[config.mk]
export PLATFORM = sky130hd
export DESIGN_NAME = xml_markup_tokenizer
export DESIGN_NICKNAME = d
export VERILOG_FILES = /design/src/rtl/xmt_pkg.sv /design/src/rtl/xml_markup_tokenizer.sv
export SDC_FILE = /design/constraint.sdc
export NUM_CORES = 1
export LEC_CHECK = 0
export ABC_CLOCK_PERIOD_IN_PS = 13700
export CAP_MARGIN = 10
export CORE_ASPECT_RATIO = 0.7
export CORE_MARGIN = 2
export CORE_UTILIZATION = 45
export CTS_BUF_LIST = sky130_fd_sc_hd__clkbuf_4 sky130_fd_sc_hd__clkbuf_8 sky130_fd_sc_hd__clkbuf_16
export DETAILED_ROUTE_END_ITERATION = 7
export DONT_BUFFER_PORTS = 1
export GPL_TIMING_DRIVEN = 0
export HOLD_SLACK_MARGIN = 0.1
export PLACE_DENSITY = 0.68
export SYNTH_ARGS = -nofsm -noshare
export SYNTH_HDL_FRONTEND = slang
export SYNTH_SLANG_ARGS = --single-unit
export TNS_END_PERCENT = 5
[constraint.sdc]
create_clock -name clk -period 13.7 [get_ports clk]
set_clock_uncertainty 0.2 [all_clocks]
set_input_delay 0 -clock clk [delete_from_list [all_inputs] [get_ports clk]]
set_output_delay 0 -clock clk [all_outputs]
set_load 0.005 [all_outputs]
[src/rtl/xmt_pkg.sv]
// ----------------------------------------------------------------------------
// xmt_pkg: shared types and constants of the markup tokenizer
// Scan modes, token kinds, error codes and character class functions.
// ----------------------------------------------------------------------------
package xmt_pkg;

	typedef enum logic [3:0] {
		M_IDLE    = 4'd0,
		M_LT      = 4'd1,
		M_BANG    = 4'd2,
		M_CDATA   = 4'd3,
		M_COMMENT = 4'd4,
		M_PI      = 4'd5,
		M_SLASH   = 4'd6,
		M_WS      = 4'd7,
		M_NAME    = 4'd8,
		M_TEXT    = 4'd9,
		M_STRING  = 4'd10
	} mode_t;

	localparam logic [3:0] K_CDATA   = 4'd0;
	localparam logic [3:0] K_COMMENT = 4'd1;
	localparam logic [3:0] K_PI      = 4'd2;
	localparam logic [3:0] K_ETAG    = 4'd3;
	localparam logic [3:0] K_LT      = 4'd4;
	localparam logic [3:0] K_EMPTY   = 4'd5;
	localparam logic [3:0] K_GT      = 4'd6;
	localparam logic [3:0] K_LBRACE  = 4'd7;
	localparam logic [3:0] K_RBRACE  = 4'd8;
	localparam logic [3:0] K_EQ      = 4'd9;
	localparam logic [3:0] K_SPACE   = 4'd10;
	localparam logic [3:0] K_STRING  = 4'd11;
	localparam logic [3:0] K_NAME    = 4'd12;
	localparam logic [3:0] K_TEXT    = 4'd13;
	localparam logic [3:0] K_END     = 4'd14;

	localparam logic [2:0] E_NONE    = 3'd0;
	localparam logic [2:0] E_END     = 3'd1;
	localparam logic [2:0] E_BANG    = 3'd2;
	localparam logic [2:0] E_SLASH   = 3'd3;
	localparam logic [2:0] E_DASH    = 3'd4;
	localparam logic [2:0] E_UNTERM  = 3'd5;

	localparam logic [3:0] BANG_DASH = 4'd8;

	function automatic logic is_letter(input logic [15:0] c);
		logic [15:0] l;
		l = c | 16'h0020;
		return (l >= 16'h0061 && l <= 16'h007A) ||
			(c >= 16'h00C0 && c != 16'h00D7 && c != 16'h00F7);
	endfunction

	function automatic logic name_start(input logic [15:0] c);
		return is_letter(c) || c == 16'h003A || c == 16'h005F;
	endfunction

	function automatic logic name_next(input logic [15:0] c);
		return name_start(c) || (c >= 16'h0030 && c <= 16'h0039) ||
			c == 16'h002E || c == 16'h002D;
	endfunction

	function automatic logic is_space(input logic [15:0] c);
		return c == 16'h0020 || c == 16'h0009 || c == 16'h000D || c == 16'h000A;
	endfunction

	function automatic logic text_stop(input logic [15:0] c);
		return is_space(c) || c == 16'h007B || c == 16'h007D || c == 16'h003C ||
			c == 16'h003E || c == 16'h002F || c == 16'h003D || name_start(c);
	endfunction

	// "[CDATA[" by match position
	function automatic logic [15:0] cdata_char(input logic [3:0] p);
		logic [15:0] r;
		case (p)
			4'd0: r = 16'h005B;
			4'd1: r = 16'h0043;
			4'd2: r = 16'h0044;
			4'd3: r = 16'h0041;
			4'd4: r = 16'h0054;
			4'd5: r = 16'h0041;
			4'd6: r = 16'h005B;
			default: r = 16'hFFFF;
		endcase
		return r;
	endfunction

endpackage

[src/rtl/xml_markup_tokenizer.sv]
// ----------------------------------------------------------------------------
// xml_markup_tokenizer: streaming markup tokenizer
// One 16-bit code unit per beat in; token records out.
// ----------------------------------------------------------------------------
// Channel  Dir  tdata fields (low bit up)                  tuser  tlast
// s_axis   in   code_unit[15:0]                            cmd    -
// m_axis   out  kind[3:0] len[LB-1:0] line[LN-1:0] err[2:0] -     last
//
// One code unit per cycle while the output is ready and the queue has room. The
// scan state updates in the cycle a beat is taken; a beat yields up to two
// records, which go to a two-entry registered output queue. Input is taken
// whenever the queue has room for two records, so a beat that yields two
// records stalls the input until a record leaves the queue. Reset clears the
// scan state and the queue. Output stalls hold the queue.
// ----------------------------------------------------------------------------
module xml_markup_tokenizer #(
	parameter int LENGTH_BITS = 16,
	parameter int LINE_BITS = 24
) (
	input  logic clk,
	input  logic arst_n,
	input  logic s_axis_tvalid,
	output logic s_axis_tready,
	input  logic [15:0] s_axis_tdata,  // code_unit
	input  logic s_axis_tuser,         // cmd
	output logic m_axis_tvalid,
	input  logic m_axis_tready,
	// token_kind, token_length, token_line, error_code, zero pad
	output logic [((4+LENGTH_BITS+LINE_BITS+3+7)/8)*8-1:0] m_axis_tdata,
	output logic m_axis_tlast           // last
);
	import xmt_pkg::*;

	localparam int RW = 4 + LENGTH_BITS + LINE_BITS + 3;
	localparam int DW = ((RW + 7) / 8) * 8;
	localparam logic [LENGTH_BITS-1:0] LEN_MAX = '1;
	localparam logic [LINE_BITS-1:0] LINE_ONE = LINE_BITS'(1);

	typedef struct packed {
		logic [3:0] kind;
		logic [LENGTH_BITS-1:0] len;
		logic [LINE_BITS-1:0] line;
		logic [2:0] err;
		logic last;
	} rec_t;

	mode_t mode_q, mode_d;
	logic [3:0] prog_q, prog_d;
	logic [LENGTH_BITS-1:0] len_q, len_d;
	logic [LINE_BITS-1:0] sline_q, sline_d, line_q, line_d;
	logic [15:0] quote_q, quote_d;
	logic cr_q, cr_d;

	rec_t rec0, rec1;
	logic v0, v1;

	rec_t fifo_q [2];
	logic [1:0] cnt_q;
	logic acc, pop;

	assign acc = s_axis_tvalid && s_axis_tready;
	assign pop = m_axis_tvalid && m_axis_tready;
	assign s_axis_tready = (cnt_q == 2'd0) || (cnt_q == 2'd1 && m_axis_tready);

	// next scan state and records for one code unit
	always_comb begin
		logic [15:0] c;
		logic [LENGTH_BITS-1:0] lg;
		logic restart;
		logic [LENGTH_BITS-1:0] one;
		c = s_axis_tdata;
		one = LENGTH_BITS'(1);
		lg = (len_q == LEN_MAX) ? len_q : len_q + one;
		mode_d = mode_q; prog_d = prog_q; len_d = len_q; sline_d = sline_q;
		line_d = line_q; quote_d = quote_q; cr_d = cr_q;
		rec0 = '0; rec1 = '0; v0 = 1'b0; v1 = 1'b0; restart = 1'b0;
		if (s_axis_tuser) begin
			v0 = 1'b1;
			rec0.last = 1'b1;
			rec0.len = len_q;
			case (mode_q)
				M_LT, M_WS, M_NAME, M_TEXT: begin
					rec0.kind = (mode_q == M_LT) ? K_LT : (mode_q == M_WS) ? K_SPACE :
						(mode_q == M_NAME) ? K_NAME : K_TEXT;
					rec0.line = sline_q; rec0.last = 1'b0;
					v1 = 1'b1; rec1.kind = K_END; rec1.line = line_q;
					rec1.err = E_END; rec1.last = 1'b1;
				end
				M_BANG: begin rec0.kind = K_LT; rec0.line = line_q; rec0.err = E_BANG; end
				M_SLASH: begin rec0.kind = K_EMPTY; rec0.line = line_q; rec0.err = E_SLASH; end
				M_CDATA, M_PI, M_STRING: begin
					rec0.kind = (mode_q == M_CDATA) ? K_CDATA : (mode_q == M_PI) ? K_PI : K_STRING;
					rec0.line = sline_q; rec0.err = E_UNTERM;
				end
				M_COMMENT: begin
					rec0.kind = K_COMMENT;
					if (prog_q >= 4'd2) begin rec0.line = line_q; rec0.err = E_DASH; end
					else begin rec0.line = sline_q; rec0.err = E_UNTERM; end
				end
				default: begin rec0.kind = K_END; rec0.len = '0; rec0.line = line_q; rec0.err = E_END; end
			endcase
			mode_d = M_IDLE; prog_d = '0; len_d = '0; sline_d = LINE_ONE;
			line_d = LINE_ONE; quote_d = '0; cr_d = 1'b0;
		end else begin
			case (mode_q)
				M_LT: begin
					if (c == 16'h0021) begin len_d = lg; mode_d = M_BANG; prog_d = '0; end
					else if (c == 16'h003F) begin len_d = lg; mode_d = M_PI; prog_d = '0; end
					else if (c == 16'h002F) begin
						v0 = 1'b1; rec0.kind = K_ETAG; rec0.len = lg; rec0.line = sline_q;
						len_d = lg; mode_d = M_IDLE; prog_d = '0;
					end else begin
						v0 = 1'b1; rec0.kind = K_LT; rec0.len = len_q; rec0.line = sline_q;
						restart = 1'b1;
					end
				end
				M_BANG: begin
					if (prog_q == 4'd0 && c == 16'h005B) begin len_d = lg; prog_d = 4'd1; end
					else if (prog_q == 4'd0 && c == 16'h002D) begin len_d = lg; prog_d = BANG_DASH; end
					else if (prog_q == BANG_DASH && c == 16'h002D) begin
						len_d = lg; mode_d = M_COMMENT; prog_d = '0;
					end else if (prog_q >= 4'd1 && prog_q <= 4'd6 && c == cdata_char(prog_q)) begin
						len_d = lg;
						if (prog_q == 4'd6) begin mode_d = M_CDATA; prog_d = '0; end
						else prog_d = prog_q + 4'd1;
					end else begin
						v0 = 1'b1; rec0.kind = K_LT; rec0.len = len_q; rec0.line = line_q;
						rec0.err = E_BANG; mode_d = M_IDLE; prog_d = '0;
					end
				end
				M_CDATA: begin
					if (prog_q >= 4'd2 && c == 16'h003E) begin
						v0 = 1'b1; rec0.kind = K_CDATA; rec0.len = lg; rec0.line = sline_q;
						len_d = lg; mode_d = M_IDLE; prog_d = '0;
					end else begin
						len_d = lg;
						prog_d = (c == 16'h005D) ? ((prog_q >= 4'd2) ? 4'd2 : prog_q + 4'd1) : 4'd0;
					end
				end
				M_COMMENT: begin
					if (prog_q >= 4'd2) begin
						v0 = 1'b1; mode_d = M_IDLE; prog_d = '0;
						if (c == 16'h003E) begin
							rec0.kind = K_COMMENT; rec0.len = lg; rec0.line = sline_q; len_d = lg;
						end else begin
							rec0.kind = K_COMMENT; rec0.len = len_q; rec0.line = line_q; rec0.err = E_DASH;
						end
					end else begin
						len_d = lg; prog_d = (c == 16'h002D) ? prog_q + 4'd1 : 4'd0;
					end
				end
				M_PI: begin
					if (prog_q == 4'd1 && c == 16'h003E) begin
						v0 = 1'b1; rec0.kind = K_PI; rec0.len = lg; rec0.line = sline_q;
						len_d = lg; mode_d = M_IDLE; prog_d = '0;
					end else begin
						len_d = lg; prog_d = (c == 16'h003F) ? 4'd1 : 4'd0;
					end
				end
				M_SLASH: begin
					v0 = 1'b1; mode_d = M_IDLE; prog_d = '0;
					if (c == 16'h003E) begin
						rec0.kind = K_EMPTY; rec0.len = lg; rec0.line = sline_q; len_d = lg;
					end else begin
						rec0.kind = K_EMPTY; rec0.len = len_q; rec0.line = line_q; rec0.err = E_SLASH;
					end
				end
				M_WS: begin
					if (is_space(c)) len_d = lg;
					else begin
						v0 = 1'b1; rec0.kind = K_SPACE; rec0.len = len_q; rec0.line = sline_q;
						restart = 1'b1;
					end
				end
				M_NAME: begin
					if (name_next(c)) len_d = lg;
					else begin
						v0 = 1'b1; rec0.kind = K_NAME; rec0.len = len_q; rec0.line = sline_q;
						restart = 1'b1;
					end
				end
				M_TEXT: begin
					if (!text_stop(c)) len_d = lg;
					else begin
						v0 = 1'b1; rec0.kind = K_TEXT; rec0.len = len_q; rec0.line = sline_q;
						restart = 1'b1;
					end
				end
				M_STRING: begin
					if (c == quote_q) begin
						v0 = 1'b1; rec0.kind = K_STRING; rec0.len = lg; rec0.line = sline_q;
						len_d = lg; mode_d = M_IDLE; prog_d = '0;
					end else len_d = lg;
				end
				default: restart = 1'b1;
			endcase
			// idle handling of the unit, also after a closed token
			if (restart) begin
				rec_t r;
				logic rv;
				r = '0; rv = 1'b0;
				r.len = one; r.line = line_q;
				mode_d = M_IDLE; prog_d = '0;
				case (c)
					16'h003E: begin rv = 1'b1; r.kind = K_GT; end
					16'h007B: begin rv = 1'b1; r.kind = K_LBRACE; end
					16'h007D: begin rv = 1'b1; r.kind = K_RBRACE; end
					16'h003D: begin rv = 1'b1; r.kind = K_EQ; end
					default: begin
						len_d = one; sline_d = line_q;
						if (c == 16'h003C) mode_d = M_LT;
						else if (c == 16'h002F) mode_d = M_SLASH;
						else if (c == 16'h0022 || c == 16'h0027) begin
							mode_d = M_STRING; quote_d = c;
						end else if (is_space(c)) mode_d = M_WS;
						else if (name_start(c)) mode_d = M_NAME;
						else mode_d = M_TEXT;
					end
				endcase
				if (rv) begin
					if (v0) begin v1 = 1'b1; rec1 = r; end
					else begin v0 = 1'b1; rec0 = r; end
				end
			end
			// line counting
			if (c == 16'h000D) begin line_d = line_q + LINE_ONE; cr_d = 1'b1; end
			else begin
				if (c == 16'h000A && !cr_q) line_d = line_q + LINE_ONE;
				cr_d = 1'b0;
			end
		end
	end

	// scan state registers
	always_ff @(posedge clk or negedge arst_n) begin
		if (!arst_n) begin
			mode_q <= M_IDLE; prog_q <= '0; len_q <= '0;
			sline_q <= LINE_ONE; line_q <= LINE_ONE; quote_q <= '0; cr_q <= 1'b0;
		end else if (acc) begin
			mode_q <= mode_d; prog_q <= prog_d; len_q <= len_d;
			sline_q <= sline_d; line_q <= line_d; quote_q <= quote_d; cr_q <= cr_d;
		end
	end

	// two-entry output queue, head in entry 0
	always_ff @(posedge clk or negedge arst_n) begin
		if (!arst_n) begin
			cnt_q <= 2'd0;
		end else begin
			logic [1:0] base;
			base = cnt_q - {1'b0, pop};
			cnt_q <= base + {1'b0, acc && v0} + {1'b0, acc && v1};
		end
	end

	always_ff @(posedge clk) begin
		logic [1:0] base;
		base = cnt_q - {1'b0, pop};
		if (acc && v0 && base == 2'd0) begin
			fifo_q[0] <= rec0;
			if (v1) fifo_q[1] <= rec1;
		end else begin
			if (pop) fifo_q[0] <= fifo_q[1];
			if (acc && v0) fifo_q[1] <= rec0;
		end
	end

	assign m_axis_tvalid = (cnt_q != 2'd0);
	assign m_axis_tdata = DW'({fifo_q[0].err, fifo_q[0].line, fifo_q[0].len, fifo_q[0].kind});
	assign m_axis_tlast = fifo_q[0].last;

endmodule

=== Word level (Yosys, flattened, before mapping) ===
Memory sizes are Yosys's and may differ from the RTL's.
Cells that the tools add are included.

* Bits in registers: 91
* RAM bits: 96
* Input port bits: 21
* Output and inout bits: 51
* Memories kept: 1

{| class="wikitable"
|+ Memories
! name !! words !! width !! rd ports !! clocked after memory_dff !! wr ports !! RTL line !! source
|-
| fifo_q || 2 || 48 || 2 || 0 || 2 || xml_markup_tokenizer.sv:57 || <nowiki>rec_t fifo_q [2];</nowiki>
|}

* Add/subtract/negate cells: 6
* $lt $le $gt $ge: 8
* Eq/ne operators: 54
* Mux-type cells: 163
* Bitwise gates (word level): 2
* Reduce and logical (&&, ||, !) cells: 58

{| class="wikitable"
|+ Operators by type and width
! cell !! count
|-
| $mux 16 || 29
|-
| $pmux 44 s10 || 1
|-
| $mux 48 || 9
|-
| $mux 44 || 5
|-
| $eq 16x6->1 const B || 12
|-
| $mux 46 || 4
|-
| $mux 4 || 38
|-
| $mux 24 || 6
|-
| $mux 43 || 3
|-
| $pmux 16 s8 || 1
|-
| $mux 40 || 3
|-
| $eq 16x7->1 const B || 5
|-
| $pmux 16 s5 || 1
|-
| $mux 28 || 2
|-
| $pmux 4 s7 || 2
|-
| $eq 16x4->1 const B || 3
|-
| $pmux 24 s2 || 1
|-
| $mux 1 || 47
|-
| $mux 42 || 1
|-
| $eq 16x16->1 || 2
|-
| $ne 16x8->1 const B || 2
|-
| $eq 4x3->1 const B || 7
|-
| $mux 27 || 1
|-
| $add 24x1->24 const B || 1
|-
| other kinds (51) || 105
|}

=== Logic depth before layout (Yosys ltp) ===
Gate-level depths: netlist of the first run.

* Depth after elaboration: 24
* Mapped depth: 15
* Gate-level depth less buffers: 11

=== Least setup slack after synthesis of the first run ===
OpenSTA, ideal clock, no wires.

* Path type: reg2reg
* Start: reg prog_q[1]
* End: mem fifo_q[0][48] (netlist name) (enable)
* Library setup time: 480 ps
* Data arrival time: 5024 ps
* Required time: 13020 ps
* Slack: 7996 ps
* Stages on the path, launching flop included: 13
* Buffers on the path: 2
* Period minus slack after synthesis: 5704 ps
* Cell sequence: dfrtp_1 -> inv_1 -> ha_1 -> clkbuf_1 -> nor3_1 -> o2111a_1 -> o311ai_0 -> o311ai_0 -> and4b_1 -> clkbuf_1 -> o211ai_2 -> o21ai_0 -> a41oi_1

{| class="wikitable"
|+ RTL lines
! what !! RTL line !! source
|-
| from (decl) || xml_markup_tokenizer.sv:48 || <nowiki>logic [3:0] prog_q, prog_d;</nowiki>
|-
| from (signal assigned) || xml_markup_tokenizer.sv:240 || <nowiki>mode_q <= mode_d; prog_q <= prog_d; len_q <= len_d;</nowiki>
|-
| to (decl) || xml_markup_tokenizer.sv:57 ||
|}

==> flow_summary_export.csv, run 1 <==
group,metric,value,unit
grt,grt_pass1_wl,62800,um
worst_setup_path,slowest_stage,"o311ai_0",
worst_setup_path,worstPathCellList,"inv_1 -> ha_1 -> clkbuf_1 -> nor3_1 -> o21a_1 -> nand2_1 -> o311ai_0 -> and4b_1 -> clkbuf_1 -> o211ai_2 -> o21ai_1 -> buf_2 -> buf_2 -> nand2_2 -> buf_12",
worst_setup_path,cp_data_arrival_time,5.01,ns
detailed_routing,wl,40500,um
worst_hold_path,min_path_type,"input port to flop",
yosys,async_reset_ff_share,48.7,%
grt,track_usage,28.0,%
yosys,synth_flop_cell,"edfxtp_1",
cells_and_area,drive_gt1_share,11.7,%
grt,antenna_found_initial,0,
sta,slew_violations,0,
pwr,swShare,39.9,%
clocking,h-tree-depth,4,
clocking,post_cts_buffers,0,
yosys,synth_warnings,0,
pwr,p_leak,5.20,nW
yosys,syn_area_per_cell,9.06,um^2
detailed_routing,vias,11600,
yosys,yosys.area.top_type,"edfxtp_1",
cells_and_area,fillers,2599,
floorplan,placeableCoreArea,27800,um^2
sta,slew_headroom,21.4,%
pwr,p_per_area,152,nW/um^2
cells_and_area,syn2layout_area_growth,11.0,%
grt,grt.overflow.total,0,
yosys,yosysSeqAreaShare,40.7,%
placed_design,port_buffers,0,
detailed_routing,antenna_left,0,
worst_setup_path,crit_buf_inv,6,
yosys,yosysUniqueCellTypes,95,
clocking,ctsResizeCount,0,
clocking,clock_latency,0.46,ns
floorplan,num_io_pins,72,
detailed_routing,drc_errors,0,
yosys,ys_top_cells_by_count,"121 x a21oi_1, 116 x nand2_1, 103 x nor2_1",
worst_setup_path,path_class,"flop to flop",
worst_setup_path,crit_family,"buffers and inverters",
sta,setup_viol,0,
detailed_routing,viasPerCell,6.33,
flow_run,cap_violations,0,
clocking,clkSinkCount,187,
run_status,status,"complete, no violations",
clocking,cts.path.max_buffers,2,
worst_setup_path,cp_slowest_stage_delay,0.56,ns
worst_setup_path,worst_setup_path_end_kind,"flop",
pwr,p_switching,0.854,mW
sta,fin_crit_sh,36.6,%
pwr,combPwrFrac,39.0,%
yosys,synth_area_leaders,"edfxtp_1 23%, dfrtp_1 18%, a21oi_1 4.8%, nand2_1 3.4%, buf_4 3.2%",
clocking,cts_tree,"yes",
sta,period_minus_slack,5.02,ns
sta,fin_tns_setup,0,ns
pwr,seq_power_share,37.8,%
clocking,root_buffer,"clkbuf_16",
worst_hold_path,holdCritStartpoint,"s_axis_tdata[14]",
yosys,synth_area,12700,um^2
sta,clock.fmax,199,MHz
detailed_routing,wire_per_inst,22.1,um
worst_setup_path,critPathRequiredTime,13.69,ns
worst_setup_path,worstReg2RegStart,"prog_q[1]",
detailed_routing,drtIter0Drc,1593,
pwr,p_clk_share,23.2,%
clocking,path_clk_slew,0.08,ns
pwr,peakVddDrop,0.0000933,V
floorplan,die_w,205,um
detailed_routing,dr.pass1.iters,6,
placed_design,placed_cells,1774,
sta,rsz0062_at_grt,"false",
sta,hold_viol,0,
floorplan,initial_utilization,45.7,%
yosys,synthCells,1400,
floorplan,die_area,29600,um^2
placed_design,gp_congestion,0.980,
yosys,ys_ff_latch,187,
floorplan,std_cell_rows,51,
cells_and_area,stdcell_count,1830,
worst_hold_path,min_to,"mode_q[1]",
cells_and_area,antennaDiodeCount,0,
yosys,yosysTopAreaCellShare,22.7,%
placed_design,dp_hpwl,29600,um
worst_setup_path,cp_max_fo,34,
floorplan,die_h,144,um
worst_hold_path,min_path_cells,7,
yosys,synth_most_common_cell,"a21oi_1",
grt,grt_max_degree,90,
yosys,syn_nets,1429,
cells_and_area,final_nets,1475,
worst_setup_path,r2r_setup_slack,8.68,ns
clocking,cts_buffers,17,
pwr,internal-power,1.29,mW
worst_setup_path,reg2reg_depth,15,
worst_setup_path,reg2reg_to,"fifo_q[0][35]",
grt,grt_pass1_vias,10500,
sta,tightestPinTransition,1.17,ns
worst_setup_path,cp-start-kind,"flop",
yosys,synth_enable_flop_cells,96,
## routing by layer
layer | vias up | wire [um] | GRT usage, %
met1 | 5611 | 19100 | 43.5
met5 | - | 0 | 0
li1 | 5272 | - | -
met3 | 48 | 4540 | 7.12
met4 | 0 | 480 | 6.37
met2 | 654 | 16400 | 38.1
## worst register-to-register path, cell delays in order (launching register included)
cell,delay [ns]
dfrtp_1,0.51
inv_1,0.13
ha_1,0.21
clkbuf_1,0.20
nor3_1,0.39
o21a_1,0.18
nand2_1,0.05
o311ai_0,0.56
and4b_1,0.27
clkbuf_1,0.32
o211ai_2,0.20
o21ai_1,0.26
buf_2,0.27
buf_2,0.31
nand2_2,0.34
buf_12,0.31
## worst max path at each step
| stage | start | cells past startpoint | end |
|---|---|---|---|
| after global routing | prog_q[0] | 15 | fifo_q[0][35] |
| after CTS | prog_q[1] | 15 | fifo_q[0][36] |
| final | prog_q[1] | 15 | fifo_q[0][35] |
| after global placement | prog_q[0] | 12 | fifo_q[0][90] |
| after floorplan | prog_q[1] | 12 | fifo_q[0][48] |
| after detailed placement | prog_q[0] | 15 | fifo_q[0][1] |
## power by group through the flow
stage	logic (mW)	clock network (mW)	registers, mW
2_1_floorplan	0.569	0	0.805
3_3_place_gp	0.788	0	0.826
3_5_place_dp	0.805	0	0.821
4_1_cts	0.822	0.504	0.810
5_1_grt	0.904	0.526	0.823
6_report	0.835	0.497	0.811
## placed cells by master, fill, tap and decap left out, drive strengths merged, types with 31 or more instances in the layout
master   Yosys  final
nor2       106    106
o21ai       63     63
a21oi      121    121
nand3       62     62
nor2b       34     34
a22o        31     31
o2bb2ai     35     35
nand2      116    116
nor3        78     78
edfxtp      96     96
inv         50     56
dfrtp       89     89
buf         87     92
clkbuf      64     83
## final cells by class
type	count	area, um^2	area share, %
flip-flops and latches	187	5160	36.7
clock inverters	13	133	0.942
clock buffers	19	440	3.13
plain buffers	151	831	5.90
repair buffers	27	335	2.38
multi-input cells	1011	6520	46.3
well taps	371	464	3.30
inverters	51	191	1.36
## sequential cells by signal, indices dropped and copies added, names as in the netlist
| register | count |
|---|---|
| len_q | 16 |
| fifo_q | 96 |
| mode_q | 4 |
| cr_q | 1 |
| sline_q | 24 |
| quote_q | 16 |
| cnt_q | 2 |
| prog_q | 4 |
| line_q | 24 |
## logic make-up after synthesis
kind of cell | count (synthesis) | synth area share (%)
AOI/OAI and AO/OA | 403 | 23.4
xor gates and xnor gates | 41 | 2.83
adders and majority gates | 8 | 0.848
buffers and inverters | 202 | 8.06
DFF | 187 | 40.7
muxes | 30 | 2.55
other | 1 | 0.0296
and+or+nand+nor | 528 | 21.6
## metrics by stage
stage / cell area [um^2] / worst slack, ns / power (mW) / hold slack, ns / util (%)
3_3_place_gp: 13100 / 5.93 / 1.61 / -0.486 / 47.4
5_1_grt: 14100 / 8.37 / 2.25 / 0.161 / 50.7
3_5_place_dp: 13200 / 8.79 / 1.63 / -0.486 / 47.7
2_1_floorplan: 12700 / 8.00 / 1.37 / -0.496 / -
4_1_cts: 14100 / 8.76 / 2.14 / 0.102 / 50.7
6_report: 14100 / 8.68 / 2.14 / 0.141 / 50.7
## what timing repair did
| action | CTS | global route |
|---|---|---|
| endpoints found under the hold margin | 137 | 0 |
| hold buffers | 24 | 0 |
| endpoints found under the setup margin | 0 | 0 |
Note: power is estimated with default switching activity, not from simulation.
==> run 2: changes to the inputs <==
Settings changed: ABC_CLOCK_PERIOD_IN_PS 13700 to 4320, PLACE_DENSITY 0.68 to 0.7.
Clock period 13.7 ns to 4.32 ns, I/O delays scaled along.
==> run 2 against run 1 <==
Effect of this change: the flow now finishes with violations (setup timing); global-route usage rose by 0.91 points; non-clock buffer count fell by 4; wire length rose by 4.4%; via count rose by 2.8%; sequential share of layout area fell by 0.32 points; sequential power rose to 3.2 times the previous value; first-iteration DRC count rose by 6.7%; register-to-register slack got worse by 8.7 ns; utilization rose by 0.46 points; final cell count fell by 0.22%; critical path depth fell by 4; clock power rose to 3.2 times the previous value; largest cell class unchanged; highest routed layer is now met5.
==> flow_summary_export.csv, run 2 (synthesis results as in run 1) <==
group,metric,value,unit
clocking,path_clk_slew,0.08,ns
clocking,cts_buffers,17,
worst_setup_path,crit_family,"compound AO/OA/AOI/OAI gates",
cells_and_area,final_common_cell,"a21oi_1",
placed_design,dp_hpwl,30300,um
flow_run,cap_violations,0,
pwr,p_per_area,488,nW/um^2
cells_and_area,fillers,2604,
sta,clock.fmax,231,MHz
detailed_routing,wire_per_inst,23.2,um
sta,tightestPinTransition,1.06,ns
detailed_routing,dr.pass1.iters,6,
worst_setup_path,cp_data_arrival_time,4.30,ns
grt,grt_pass1_vias,10900,
sta,period_minus_slack,4.32,ns
floorplan,initial_utilization,45.7,%
sta,setup_viol,1,
worst_setup_path,cp-start-kind,"flop",
grt,track_usage,28.9,%
grt,grt_max_degree,90,
worst_setup_path,cp_slowest_stage_delay,0.60,ns
clocking,clkSinkCount,187,
worst_setup_path,path_class,"flop to flop",
clocking,h-tree-depth,4,
pwr,p_leak,5.29,nW
floorplan,placeableCoreArea,27800,um^2
clocking,cts.path.max_buffers,2,
detailed_routing,drtIter0Drc,1699,
cells_and_area,syn2layout_area_growth,12.0,%
worst_setup_path,cp_num_cells,11,
worst_hold_path,min_path_cells,6,
worst_setup_path,worstPathCellList,"inv_1 -> ha_2 -> nor3_2 -> o2111a_1 -> o311ai_0 -> o311ai_1 -> and4b_2 -> o21ai_1 -> nor2_1 -> a311oi_1 -> mux2i_1",
floorplan,std_cell_rows,51,
cells_and_area,final_cell_mix,"121 x a21oi_1, 115 x nand2_1, 103 x nor2_1",
worst_setup_path,cp_max_fo,10,
worst_setup_path,slowest_stage,"o21ai_1",
placed_design,dpl-instance-area,13200,um^2
detailed_routing,viasPerCell,6.53,
worst_setup_path,r2r_setup_slack,-0.003,ns
clocking,root_buffer,"clkbuf_16",
sta,fin_ws,-0.00322,ns
floorplan,num_io_pins,72,
cells_and_area,top_register,"fifo_q",
cells_and_area,antennaDiodeCount,0,
grt,antenna_found_initial,1,
detailed_routing,antenna_left,0,
clocking,clock_latency,0.46,ns
detailed_routing,drc_errors,0,
placed_design,port_buffers,0,
run_status,violations,"setup timing",
cells_and_area,final_cell_area,14200,um^2
worst_setup_path,reg2reg_to,"fifo_q[0][28]",
sta,slew_violations,0,
worst_setup_path,worst_setup_path_end_kind,"flop",
worst_setup_path,reg2reg_depth,11,
sta,fin_crit_sh,100,%
floorplan,die_area,29600,um^2
worst_hold_path,min_path_type,"input port to flop",
worst_hold_path,holdCritStartpoint,"s_axis_tdata[14]",
cells_and_area,drive_gt1_share,13.1,%
cells_and_area,final_nets,1471,
grt,grt_pass1_wl,64700,um
worst_setup_path,critPathRequiredTime,4.29,ns
placed_design,gp_congestion,0.984,
cells_and_area,largest_reg_flops,96,
floorplan,die_h,144,um
run_status,status,"finished with violations",
sta,hold_viol,0,
grt,grt.overflow.total,0,
worst_hold_path,min_to,"mode_q[0]",
placed_design,placed_cells,1774,
cells_and_area,stdcell_count,1826,
pwr,peakVddDrop,0.000335,V
detailed_routing,wl,42300,um
floorplan,die_w,205,um
detailed_routing,vias,11900,
worst_setup_path,crit_buf_inv,1,
sta,rsz0062_at_grt,"true",
clocking,post_cts_buffers,0,
clocking,cts_tree,"yes",
cells_and_area,top_regs,"fifo_q (96), line_q (24), sline_q (24)",
worst_setup_path,worstReg2RegStart,"prog_q[1]",
sta,slew_headroom,28.6,%
## run 2: stage by stage
| stage | util (%) | worst slack, ns | TNS (ns) | hold WS (ns) | total power, mW |
|---|---|---|---|---|---|
| 6_report | 51.2 | -0.00322 | -0.00322 | 0.149 | 6.93 |
| 5_1_grt | 51.2 | -0.106 | -1.92 | 0.159 | 7.26 |
| 4_1_cts | 50.9 | -0.0542 | -0.384 | 0.103 | 6.86 |
| 3_5_place_dp | 47.7 | -0.784 | -52.52 | -0.490 | 5.20 |
| 3_3_place_gp | 47.4 | -1.72 | -129.94 | -0.491 | 5.15 |
| 2_1_floorplan | - | -0.212 | -10.16 | -0.496 | 4.36 |
## run 2: worst register-to-register path: stages, from the launching register on
cell and delay [ns]:
dfrtp_2 0.48, inv_1 0.14, ha_2 0.31, nor3_2 0.09, o2111a_1 0.27, o311ai_0 0.40
o311ai_1 0.27, and4b_2 0.37, o21ai_1 0.60, nor2_1 0.25, a311oi_1 0.51, mux2i_1 0.16
## run 2: how the worst max path moves through the flow
stage / start / end / slack (ns)
final: prog_q[1] / fifo_q[0][28] / -0.003
after global placement: prog_q[1] / fifo_q[0][1] / -1.72
after CTS: prog_q[1] / fifo_q[0][25] / -0.05
after global routing: prog_q[1] / fifo_q[0][28] / -0.11
after floorplan: prog_q[1] / fifo_q[0][0] / -0.21
after detailed placement: prog_q[1] / fifo_q[0][17] / -0.78
## run 2: report_power, final
group | switching (mW) | leakage, nW | total (mW) | internal, mW
Combinational | 1.82 | 2.84 | 2.75 | 0.926
Sequential | 0.211 | 2.15 | 2.58 | 2.37
Clock | 0.771 | 0.296 | 1.61 | 0.837
Total | 2.80 | 5.29 | 6.93 | 4.13
## run 2: final cells by class
type	instances	area, um^2	area share, %
Tap cell	371	464	3.27
Inverter	51	191	1.35
Clock inverter	12	100	0.705
Buffer	148	836	5.88
Clock buffer	20	489	3.44
Sequential cell	187	5160	36.4
Timing Repair Buffer	26	340	2.40
Multi-Input combinational cell	1011	6620	46.6
## run 2: per-layer routing
metal | GRT usage (%) | vias up | routed length [um] | part of all wire (%)
met5 | 0 | - | 13 | 0.031
met2 | 39.8 | 802 | 17400 | 41
met1 | 43.8 | 5799 | 19000 | 45
met4 | 6.03 | 2 | 525 | 1.2
li1 | - | 5266 | - | -
met3 | 8.83 | 46 | 5380 | 13
## run 2: timing repair
item	4_1_cts	5_1_grt
pin swaps	2	3
gates resized for setup	8	28
endpoints found under the hold margin	138	0
hold buffers	23	0
setup endpoints to repair	194	188
